`config.mk`:
```
export PLATFORM = sky130hd
export DESIGN_NAME = sliding_window_rms
export DESIGN_NICKNAME = d
export VERILOG_FILES = /design/src/design/swrms_pkg.sv /design/src/design/swrms_ram.sv /design/src/design/sliding_window_rms.sv
export SDC_FILE = /design/constraint.sdc
export NUM_CORES = 2
export LEC_CHECK = 0
export ABC_AREA = 1
export BUFFER_PORTS_ARGS = -buffer_cell sky130_fd_sc_hd__buf_2
export CAP_MARGIN = 20
export CORE_MARGIN = 3
export CORE_UTILIZATION = 60
export DETAILED_ROUTE_END_ITERATION = 8
export PLACE_DENSITY_LB_ADDON = 0.1
export REMOVE_ABC_BUFFERS = 1
export SYNTH_ARGS = -nofsm -noshare
export SYNTH_HDL_FRONTEND = slang
export SYNTH_SLANG_ARGS = --single-unit
```
`constraint.sdc`:
```
create_clock -name clock -period 11 [get_ports clock]
set_clock_uncertainty 0.15 [all_clocks]
set_input_delay 0.55 -clock clock [delete_from_list [all_inputs] [get_ports clock]]
set_output_delay 0.55 -clock clock [all_outputs]
set_load 0.02 [all_outputs]
```
`src/design/swrms_pkg.sv`:
```
// Shared types and constants for the sliding-window RMS block.
package swrms_pkg;

   localparam int LEVEL_W        = 31;
   localparam int MODE_W         = 2;
   localparam int COEF_W         = 16;
   localparam int COEF_FRAC_BITS = 15;
   localparam int CSR_W          = 16;

   localparam logic [MODE_W-1:0]  MODE_RMS    = 2'd0;
   localparam logic [MODE_W-1:0]  MODE_RECIP  = 2'd1;
   localparam logic [MODE_W-1:0]  MODE_SCALED = 2'd2;

   localparam logic CSR_RESULT_MODE = 1'b0;
   localparam logic CSR_FORM_COEF   = 1'b1;

   localparam logic [COEF_W-1:0]  COEF_RESET      = 16'd36397;
   localparam logic [LEVEL_W-1:0] RECIP_NUMERATOR = 31'h4000_0000;

   typedef enum logic [8:0] {
      ST_IDLE      = 9'b000000001,
      ST_READ_OLD  = 9'b000000010,
      ST_ADD_NEW   = 9'b000000100,
      ST_SUM       = 9'b000001000,
      ST_SCALE_MUL = 9'b000010000,
      ST_SCALE_DIV = 9'b000100000,
      ST_DIV       = 9'b001000000,
      ST_SQRT      = 9'b010000000,
      ST_DONE      = 9'b100000000
   } state_type;

   typedef enum logic [1:0] {
      DIV_MEAN  = 2'd0,
      DIV_RECIP = 2'd1,
      DIV_SCALE = 2'd2
   } div_kind_type;

endpackage

```
`src/design/swrms_ram.sv`:
```
// Generic single-write, single-read RAM with registered read data.
module swrms_ram #(
   parameter int WIDTH = 16,
   parameter int DEPTH = 64
) (
   input  logic                     clock,
   input  logic                     wr_en,
   input  logic [$clog2(DEPTH)-1:0] wr_addr,
   input  logic [WIDTH-1:0]         wr_data,
   input  logic [$clog2(DEPTH)-1:0] rd_addr,
   output logic [WIDTH-1:0]         rd_data
);

   logic [WIDTH-1:0] mem_ff [DEPTH];
   logic [WIDTH-1:0] rd_data_ff;

   always_ff @(posedge clock) begin
      if (wr_en) begin
         mem_ff[wr_addr] <= wr_data;
      end
      rd_data_ff <= mem_ff[rd_addr];
   end

   assign rd_data = rd_data_ff;

endmodule

```
`src/design/sliding_window_rms.sv`:
```
// Sliding-window RMS / reciprocal RMS / scaled mean-absolute level meter.
//
// Usage:
//  - req_ channel (valid/ready) carries one signed sample per transaction.
//    req_ready is high only while the sequencer is idle.
//  - rsp_ channel (valid/ready) returns one level per sample: rsp_level and
//    rsp_zero_level. A finished result sits in the output register, so the
//    next sample is taken while the receiver stalls; the sequencer only
//    waits in its final state if the output register is still occupied.
//  - csr_ port: write-only, csr_index 0 = result mode, 1 = form coefficient.
//    Write only while idle.
// Sequence, accept to rsp_valid: read old entry, add new sample, sum, then
//    mode 0/3: square root, mode 1: square root and divide (no divide when
//    the rms is zero), mode 2: scale multiply; a divide by W is added when
//    WINDOW is not a power of two. req_ready returns with rsp_valid.
//  Divides and roots run on the shared shift/compare/subtract unit, which
//  does one quotient bit or one root bit per cycle.
// Reset: synchronous; sums, pointer and fill flag cleared, registers to
// their reset values. The window RAM is not cleared: a fill flag masks
// entries until the pointer has wrapped once, so they read as zero.
module sliding_window_rms
   import swrms_pkg::*;
#(
   parameter int WINDOW      = 64,
   parameter int SAMPLE_BITS = 16
) (
   input  logic                          clock,
   input  logic                          reset,
   input  logic                          req_valid,
   output logic                          req_ready,
   input  logic signed [SAMPLE_BITS-1:0] req_sample,
   output logic                          rsp_valid,
   input  logic                          rsp_ready,
   output logic [LEVEL_W-1:0]            rsp_level,
   output logic                          rsp_zero_level,
   input  logic                          csr_write_en,
   input  logic                          csr_index,
   input  logic [CSR_W-1:0]              csr_wdata
);

   // Derived widths
   localparam int SB         = SAMPLE_BITS;
   localparam int LOG_W      = $clog2(WINDOW);
   localparam bit W_POW2     = ((1 << LOG_W) == WINDOW);
   localparam int SQ_W       = 2 * SB - 1 + LOG_W;   // sum of squares
   localparam int ABS_W      = SB + LOG_W;           // sum of magnitudes
   localparam int ROOT_W     = SB;
   localparam int NUM_W      = (SQ_W > LEVEL_W) ? SQ_W : LEVEL_W;
   localparam int SQRT_SHIFT = NUM_W - 2 * ROOT_W;
   localparam int OP_W       = (ROOT_W + 2 > LOG_W + 1) ? ROOT_W + 2 : LOG_W + 1;
   localparam int REM_W      = OP_W + 1;
   localparam int MA_W       = ABS_W;
   localparam int MB_W       = (SB > COEF_W) ? SB : COEF_W;
   localparam int P_W        = MA_W + MB_W;
   localparam int CNT_W      = $clog2(NUM_W + 1);

   // Sequencer and window state
   state_type          state_ff, state_in;
   logic [LOG_W-1:0]   ptr_ff, ptr_in;
   logic               full_ff, full_in;
   logic [SQ_W-1:0]    sq_ff, sq_in;
   logic [ABS_W-1:0]   abs_ff, abs_in;
   logic [SB-1:0]      raw_ff, raw_in;

   // Configuration
   logic [MODE_W-1:0]  mode_ff, mode_in;
   logic [COEF_W-1:0]  coef_ff, coef_in;

   // Shared divide / square-root unit
   logic [NUM_W-1:0]   num_ff, num_in;
   logic [REM_W-1:0]   rem_ff, rem_in;
   logic [NUM_W-1:0]   q_ff, q_in;
   logic [OP_W-1:0]    den_ff, den_in;
   logic [CNT_W-1:0]   cnt_ff, cnt_in;
   div_kind_type       kind_ff, kind_in;

   logic               is_sqrt;
   logic [REM_W-1:0]   rem_sh, trial, rem_step;
   logic               ge;
   logic [NUM_W-1:0]   q_step, num_step;
   logic [ROOT_W-1:0]  root;

   // Shared multiplier
   logic [MA_W-1:0]    mul_a;
   logic [MB_W-1:0]    mul_b;
   logic [P_W-1:0]     prod_ff;

   // Result holding and output register
   logic [LEVEL_W-1:0] res_level_ff, res_level_in;
   logic               res_zero_ff, res_zero_in;
   logic               rsp_valid_ff, rsp_valid_in;
   logic [LEVEL_W-1:0] rsp_level_ff, rsp_level_in;
   logic               rsp_zero_level_ff, rsp_zero_level_in;

   // Window RAM
   logic               ram_wr_en;
   logic [SB-1:0]      ram_rd_data;

   logic [SB-1:0]      old_mag, new_mag;
   logic [NUM_W-1:0]   scaled;

   swrms_ram #(
      .WIDTH (SB),
      .DEPTH (WINDOW)
   ) u_window_ram (
      .clock   (clock),
      .wr_en   (ram_wr_en),
      .wr_addr (ptr_ff),
      .wr_data (raw_ff),
      .rd_addr (ptr_ff),
      .rd_data (ram_rd_data)
   );

   // Magnitudes; the most negative code maps to 2^(SB-1) exactly.
   // Entries not yet written since reset read as zero.
   always_comb begin
      if (!full_ff) begin
         old_mag = '0;
      end else if (ram_rd_data[SB-1]) begin
         old_mag = ~ram_rd_data + 1'b1;
      end else begin
         old_mag = ram_rd_data;
      end
      if (raw_ff[SB-1]) begin
         new_mag = ~raw_ff + 1'b1;
      end else begin
         new_mag = raw_ff;
      end
   end

   // One step of restoring division (1 bit) or digit-by-digit root (2 bits)
   assign is_sqrt  = (state_ff == ST_SQRT);
   assign rem_sh   = is_sqrt ? {rem_ff[REM_W-3:0], num_ff[NUM_W-1 -: 2]}
                             : {rem_ff[REM_W-2:0], num_ff[NUM_W-1]};
   assign trial    = is_sqrt ? REM_W'({q_ff[ROOT_W-1:0], 2'b01}) : REM_W'(den_ff);
   assign ge       = (rem_sh >= trial);
   assign rem_step = ge ? (rem_sh - trial) : rem_sh;
   assign q_step   = {q_ff[NUM_W-2:0], ge};
   assign num_step = is_sqrt ? (num_ff << 2) : (num_ff << 1);
   assign root     = q_step[ROOT_W-1:0];

   assign scaled   = NUM_W'(prod_ff >> COEF_FRAC_BITS);

   always_comb begin
      state_in          = state_ff;
      ptr_in            = ptr_ff;
      full_in           = full_ff;
      sq_in             = sq_ff;
      abs_in            = abs_ff;
      raw_in            = raw_ff;
      num_in            = num_ff;
      rem_in            = rem_ff;
      q_in              = q_ff;
      den_in            = den_ff;
      cnt_in            = cnt_ff;
      kind_in           = kind_ff;
      res_level_in      = res_level_ff;
      res_zero_in       = res_zero_ff;
      mul_a             = '0;
      mul_b             = '0;
      ram_wr_en         = 1'b0;
      rsp_valid_in      = rsp_valid_ff & ~rsp_ready;
      rsp_level_in      = rsp_level_ff;
      rsp_zero_level_in = rsp_zero_level_ff;
      mode_in           = mode_ff;
      coef_in           = coef_ff;

      if (csr_write_en) begin
         unique case (csr_index)
            CSR_RESULT_MODE: mode_in = csr_wdata[MODE_W-1:0];
            CSR_FORM_COEF:   coef_in = csr_wdata[COEF_W-1:0];
            default:         mode_in = mode_ff;
         endcase
      end

      unique case (state_ff)
         ST_IDLE: begin
            if (req_valid) begin
               raw_in   = req_sample;
               state_in = ST_READ_OLD;
            end
         end
         // RAM data for the oldest entry is here; square it, overwrite it
         ST_READ_OLD: begin
            mul_a     = MA_W'(old_mag);
            mul_b     = MB_W'(old_mag);
            abs_in    = abs_ff - ABS_W'(old_mag);
            ram_wr_en = 1'b1;
            state_in  = ST_ADD_NEW;
         end
         ST_ADD_NEW: begin
            sq_in  = sq_ff - SQ_W'(prod_ff);
            mul_a  = MA_W'(new_mag);
            mul_b  = MB_W'(new_mag);
            abs_in = abs_ff + ABS_W'(new_mag);
            if (ptr_ff == LOG_W'(WINDOW - 1)) begin
               ptr_in  = '0;
               full_in = 1'b1;
            end else begin
               ptr_in = ptr_ff + 1'b1;
            end
            state_in = ST_SUM;
         end
         ST_SUM: begin
            sq_in = sq_ff + SQ_W'(prod_ff);
            rem_in = '0;
            q_in   = '0;
            if (mode_ff == MODE_SCALED) begin
               state_in = ST_SCALE_MUL;
            end else if (W_POW2) begin
               num_in   = (NUM_W'(sq_in) >> LOG_W) << SQRT_SHIFT;
               cnt_in   = CNT_W'(ROOT_W);
               state_in = ST_SQRT;
            end else begin
               num_in   = NUM_W'(sq_in);
               den_in   = OP_W'(WINDOW);
               cnt_in   = CNT_W'(NUM_W);
               kind_in  = DIV_MEAN;
               state_in = ST_DIV;
            end
         end
         ST_SCALE_MUL: begin
            mul_a    = abs_ff;
            mul_b    = MB_W'(coef_ff);
            state_in = ST_SCALE_DIV;
         end
         ST_SCALE_DIV: begin
            if (W_POW2) begin
               res_level_in = LEVEL_W'(scaled >> LOG_W);
               res_zero_in  = 1'b0;
               state_in     = ST_DONE;
            end else begin
               num_in   = scaled;
               rem_in   = '0;
               q_in     = '0;
               den_in   = OP_W'(WINDOW);
               cnt_in   = CNT_W'(NUM_W);
               kind_in  = DIV_SCALE;
               state_in = ST_DIV;
            end
         end
         ST_DIV: begin
            num_in = num_step;
            rem_in = rem_step;
            q_in   = q_step;
            cnt_in = cnt_ff - 1'b1;
            if (cnt_ff == CNT_W'(1)) begin
               if (kind_ff == DIV_MEAN) begin
                  num_in   = q_step << SQRT_SHIFT;
                  rem_in   = '0;
                  q_in     = '0;
                  cnt_in   = CNT_W'(ROOT_W);
                  state_in = ST_SQRT;
               end else begin
                  res_level_in = q_step[LEVEL_W-1:0];
                  res_zero_in  = 1'b0;
                  state_in     = ST_DONE;
               end
            end
         end
         ST_SQRT: begin
            num_in = num_step;
            rem_in = rem_step;
            q_in   = q_step;
            cnt_in = cnt_ff - 1'b1;
            if (cnt_ff == CNT_W'(1)) begin
               if (mode_ff == MODE_RECIP) begin
                  if (root == '0) begin
                     res_level_in = '0;
                     res_zero_in  = 1'b1;
                     state_in     = ST_DONE;
                  end else begin
                     num_in   = NUM_W'(RECIP_NUMERATOR);
                     rem_in   = '0;
                     q_in     = '0;
                     den_in   = OP_W'(root);
                     cnt_in   = CNT_W'(NUM_W);
                     kind_in  = DIV_RECIP;
                     state_in = ST_DIV;
                  end
               end else begin
                  res_level_in = LEVEL_W'(root);
                  res_zero_in  = 1'b0;
                  state_in     = ST_DONE;
               end
            end
         end
         // Hand over to the output register once it is free
         ST_DONE: begin
            if (!rsp_valid_ff || rsp_ready) begin
               rsp_valid_in      = 1'b1;
               rsp_level_in      = res_level_ff;
               rsp_zero_level_in = res_zero_ff;
               state_in          = ST_IDLE;
            end
         end
         default: state_in = ST_IDLE;
      endcase
   end

   always_ff @(posedge clock) begin
      if (reset) begin
         state_ff     <= ST_IDLE;
         ptr_ff       <= '0;
         full_ff      <= 1'b0;
         sq_ff        <= '0;
         abs_ff       <= '0;
         mode_ff      <= MODE_RMS;
         coef_ff      <= COEF_RESET;
         rsp_valid_ff <= 1'b0;
         cnt_ff       <= '0;
         kind_ff      <= DIV_MEAN;
      end else begin
         state_ff     <= state_in;
         ptr_ff       <= ptr_in;
         full_ff      <= full_in;
         sq_ff        <= sq_in;
         abs_ff       <= abs_in;
         mode_ff      <= mode_in;
         coef_ff      <= coef_in;
         rsp_valid_ff <= rsp_valid_in;
         cnt_ff       <= cnt_in;
         kind_ff      <= kind_in;
      end
   end

   // Datapath, no reset needed
   always_ff @(posedge clock) begin
      raw_ff            <= raw_in;
      num_ff            <= num_in;
      rem_ff            <= rem_in;
      q_ff              <= q_in;
      den_ff            <= den_in;
      prod_ff           <= mul_a * mul_b;
      res_level_ff      <= res_level_in;
      res_zero_ff       <= res_zero_in;
      rsp_level_ff      <= rsp_level_in;
      rsp_zero_level_ff <= rsp_zero_level_in;
   end

   assign req_ready      = (state_ff == ST_IDLE);
   assign rsp_valid      = rsp_valid_ff;
   assign rsp_level      = rsp_level_ff;
   assign rsp_zero_level = rsp_zero_level_ff;

   // Restoring division keeps the partial remainder below the divisor
   assert property (@(posedge clock) disable iff (reset)
      (state_ff == ST_DIV) |-> (REM_W'(den_ff) > rem_ff))
      else $error("divider remainder not below divisor");

   // Root iteration count stays within the root width
   assert property (@(posedge clock) disable iff (reset)
      (state_ff == ST_SQRT) |-> (cnt_ff != '0 && cnt_ff <= CNT_W'(ROOT_W)))
      else $error("square-root step count out of range");

   // Running magnitude sum never exceeds a full window of largest magnitudes
   assert property (@(posedge clock) disable iff (reset)
      abs_ff <= (ABS_W'(WINDOW) << (SB - 1)))
      else $error("magnitude sum out of range");

   // Once the pointer has wrapped, the window stays full
   assert property (@(posedge clock) disable iff (reset)
      !$fell(full_ff))
      else $error("fill flag dropped");

   // Zero flag only ever goes with a zero level
   assert property (@(posedge clock) disable iff (reset)
      (rsp_valid_ff && rsp_zero_level_ff) |-> (rsp_level_ff == '0))
      else $error("zero flag with non-zero level");

endmodule
```
==> results.toml <==
[yosys]
synth_seq_cells = 1356
synth_enable_flop_cells = 1201
yosys.cell_types.count = 65
synth_area_leaders = "edfxtp_1 51%, fa_1 8.0%, nand2_1 6.8%"
synth-main-ff-cell = "edfxtp_1"
synth_area_um2 = 70500
synthCells = 6652
synth_area_per_cell_um2 = 10.6
yosysTopAreaCell = "edfxtp_1"
synthArstFlopShare = 0
ys_warn_count = 0
synth_seq_area_share = 0.556
synth_top_area_share = 0.512

[layout]
seq_area_um2 = 39200
final_common_cell = "nand2_1"
layout_common_cells = "1283 x nand2_1, 1201 x edfxtp_1, 877 x inv_1"
area_delta_synth_final_pct = 9.89
multi_input_comb_area_um2 = 26700
stdcell_area_um2 = 77400
fin_nets = 7320
final_cell_count_no_fill = 8409
antenna_cells = 0
fillCellCount = 9070
drive_above_1_share = 0.0763

[place]
placed_area_um2 = 72600
place_congestion = 1.01
io_buffers = 71
place_hpwl_mm = 145
dp.cells = 8121

[run_status]
status = "finished, final reports clean"

[worst_setup_path]
critical_path.slowest_cell = "nor2_4"
criticalPathCategory = "register to register"
critPathRequiredTime_ns = 11.56
critPathLaunchType = "register"
worstReg2RegStart = "state_ff[6]"
crit_path_frequent_cell = "fa_1"
crit_path_max_incr_delay_ns = 0.59
arrival_ns = 9.40
r2r-end = "prod_ff[36]"
endpoint_kind = "register"
reg2reg_depth = 33
reg2reg_slack_ns = 2.16
path_max_fanout = 27

[power_and_ir_drop]
total_leakage_power_nw = 31.1
p_int_mw = 8.28
peakVddDrop_v = 0.000188
clock_power_share = 0.438
power_density_nw_per_um2 = 136
p_sw_frac = 0.216
p_seq_frac = 0.535
p_switching_mw = 2.28
power_frac_comb = 0.027

[sta]
tightestPinTransition_ns = 1.02
tns_ns = 0
setup_violations = 0
rsz0062_at_grt = "no"
slew_headroom = 0.315
fmax_mhz = 113
finalMaxSlewViolations = 0
hold_viol = 0
period_share = 0.803
period_needed_ns = 8.84

[global_routing]
grt_max_degree = 93
grt.total_usage = 0.353
first_global_vias = 50000
grt-ovfl-total = 0
grt_pass1_wl_mm = 318
antenna_found_initial = 1

[job]
max-cap-violations = 0

[clock_network]
insertion_delay_ns = 0.79
path_clk_slew_ns = 0.06
clk_path_buf_depth = 3
cts_made_buffers = 138
root_buffer = "clkbuf_16"
cts.sinks = 1356
cts-htree-levels = 4
cts_tree = "built"

[detailed_routing]
routedWlPerCell_um = 25.6
drt_iter0_drc = 5946
vias = 51600
dr.pass1.iters = 6
drc = 0
drt-total-wl_mm = 215
vias_per_cell = 6.14
antenna_left = 0

[floorplan]
dieArea_um2 = 122000
core-area_um2 = 116000
rows = 125
start_util = 0.606
fp.dieW_um = 349
io_pins = 72
die_height_um = 349

[min_path]
hold_path_class = "input pin to register"
hold_end = "mode_ff[0]"
hold_start = "csr_write_en"
whs_path_depth = 5
[worst max path at each step]
stage	slack [ns]	from	to	cells past startpoint
after floorplan	3.18	raw_ff[1]	prod_ff[36]	35
after global placement	2.46	state_ff[6]	prod_ff[36]	33
after detailed placement	2.35	state_ff[6]	prod_ff[36]	33
after CTS	2.30	state_ff[6]	prod_ff[36]	35
after global routing	1.80	state_ff[6]	prod_ff[36]	35
final	2.16	state_ff[6]	prod_ff[36]	33
[state kept, by name, summed over array words and instances (netlist names)]
register	flops
u_window_ram.mem_ff	1024
prod_ff	38
sq_ff	37
num_ff	32
q_ff	31
res_level_ff	31
rsp_level	31
abs_ff	22
rem_ff	18
coef_ff	16
den_ff	16
raw_ff	16
u_window_ram.rd_data	16
state_ff	9
cnt_ff	6
ptr_ff	6
mode_ff	2
full_ff	1
kind_ff	1
res_zero_ff	1
rsp_valid	1
rsp_zero_level	1
[Yosys cell counts (all sizes together), types with 6 or more instances]
cell type,number
a211oi,20
nor3,46
edfxtp,1201
a21boi,10
ha,227
o21ai,322
fa,282
xor2,53
o21bai,21
dfxtp,155
a22o,86
a22oi,143
o22ai,20
a221oi,116
or2,27
o2bb2ai,13
o211ai,38
a21o,17
nand3,237
o31ai,9
a31oi,24
nand4,169
nand2,1294
o21a,6
nor2,572
clkinv,8
clkbuf,92
o221ai,13
nor4,10
buf,165
inv,923
a21oi,289
xnor2,25
[layer usage]
layer / vias up / part of all wire / global-route usage
met4: 2 / 0.048 / 0.159
li1: 23100 / - / -
met5: - / 0.000060 / 0
met1: 25300 / 0.39 / 0.480
met3: 490 / 0.093 / 0.0594
met2: 2749 / 0.47 / 0.563
[what timing repair did]
action / in CTS / in global routing
hold endpoints to repair: 35 / 0
hold buffers: 35 / 0
resized for setup: 0 / 0
setup buffers: 0 / 0
[critical path: cells and delay by family (launching register included)]
family / cells / cell delay [ns]
adder cells (fa/ha/maj): 7 / 3.40
buffers and inverters: 8 / 1.32
AND/OR/NAND/NOR: 12 / 2.15
flip-flops: 1 / 0.34
AO/OA/AOI/OAI: 6 / 1.38
[power groups by stage]
stage,Combinational [mW],Sequential (mW),Clock (mW)
after floorplan,0.0966,5.80,0
after global placement,0.259,5.76,0
after detailed placement,0.264,5.76,0
after CTS,0.275,5.65,4.67
after global routing,0.299,5.65,4.86
final,0.281,5.65,4.63
[kinds of logic (layout without fill, tap and decap cells)]
family | Yosys count | after routing | synth area share
buffers and inverters | 1188 | 1421 | 0.0661
adders and majority gates | 509 | 509 | 0.120
AOI/OAI and AO/OA | 1155 | 1155 | 0.106
DFF | 1356 | 1356 | 0.556
and+or+nand+nor | 2364 | 2364 | 0.142
muxes | 2 | 2 | 0.000284
xor gates and xnor gates | 78 | 78 | 0.00970
[through the flow]
step / hold slack [ns] / worst slack, ns / util / total power, mW
global route: 0.0836 / 1.80 / 0.665 / 10.8
detailed placement: 0.259 / 2.35 / 0.624 / 6.03
floorplan: 0.250 / 3.18 / - / 5.89
global placement: 0.251 / 2.46 / 0.624 / 6.02
CTS: 0.0343 / 2.30 / 0.665 / 10.6
finish: 0.0846 / 2.16 / 0.665 / 10.6
[area by class of cell]
cell class,instances,share of cell area
Tap cell,1524,0.0246
Multi-Input combinational cell,4108,0.345
Sequential cell,1356,0.506
Clock inverter,69,0.00898
Timing Repair Buffer,238,0.0222
Clock buffer,183,0.0482
Inverter,931,0.0454
Note: power is estimated with default switching activity, not from simulation.
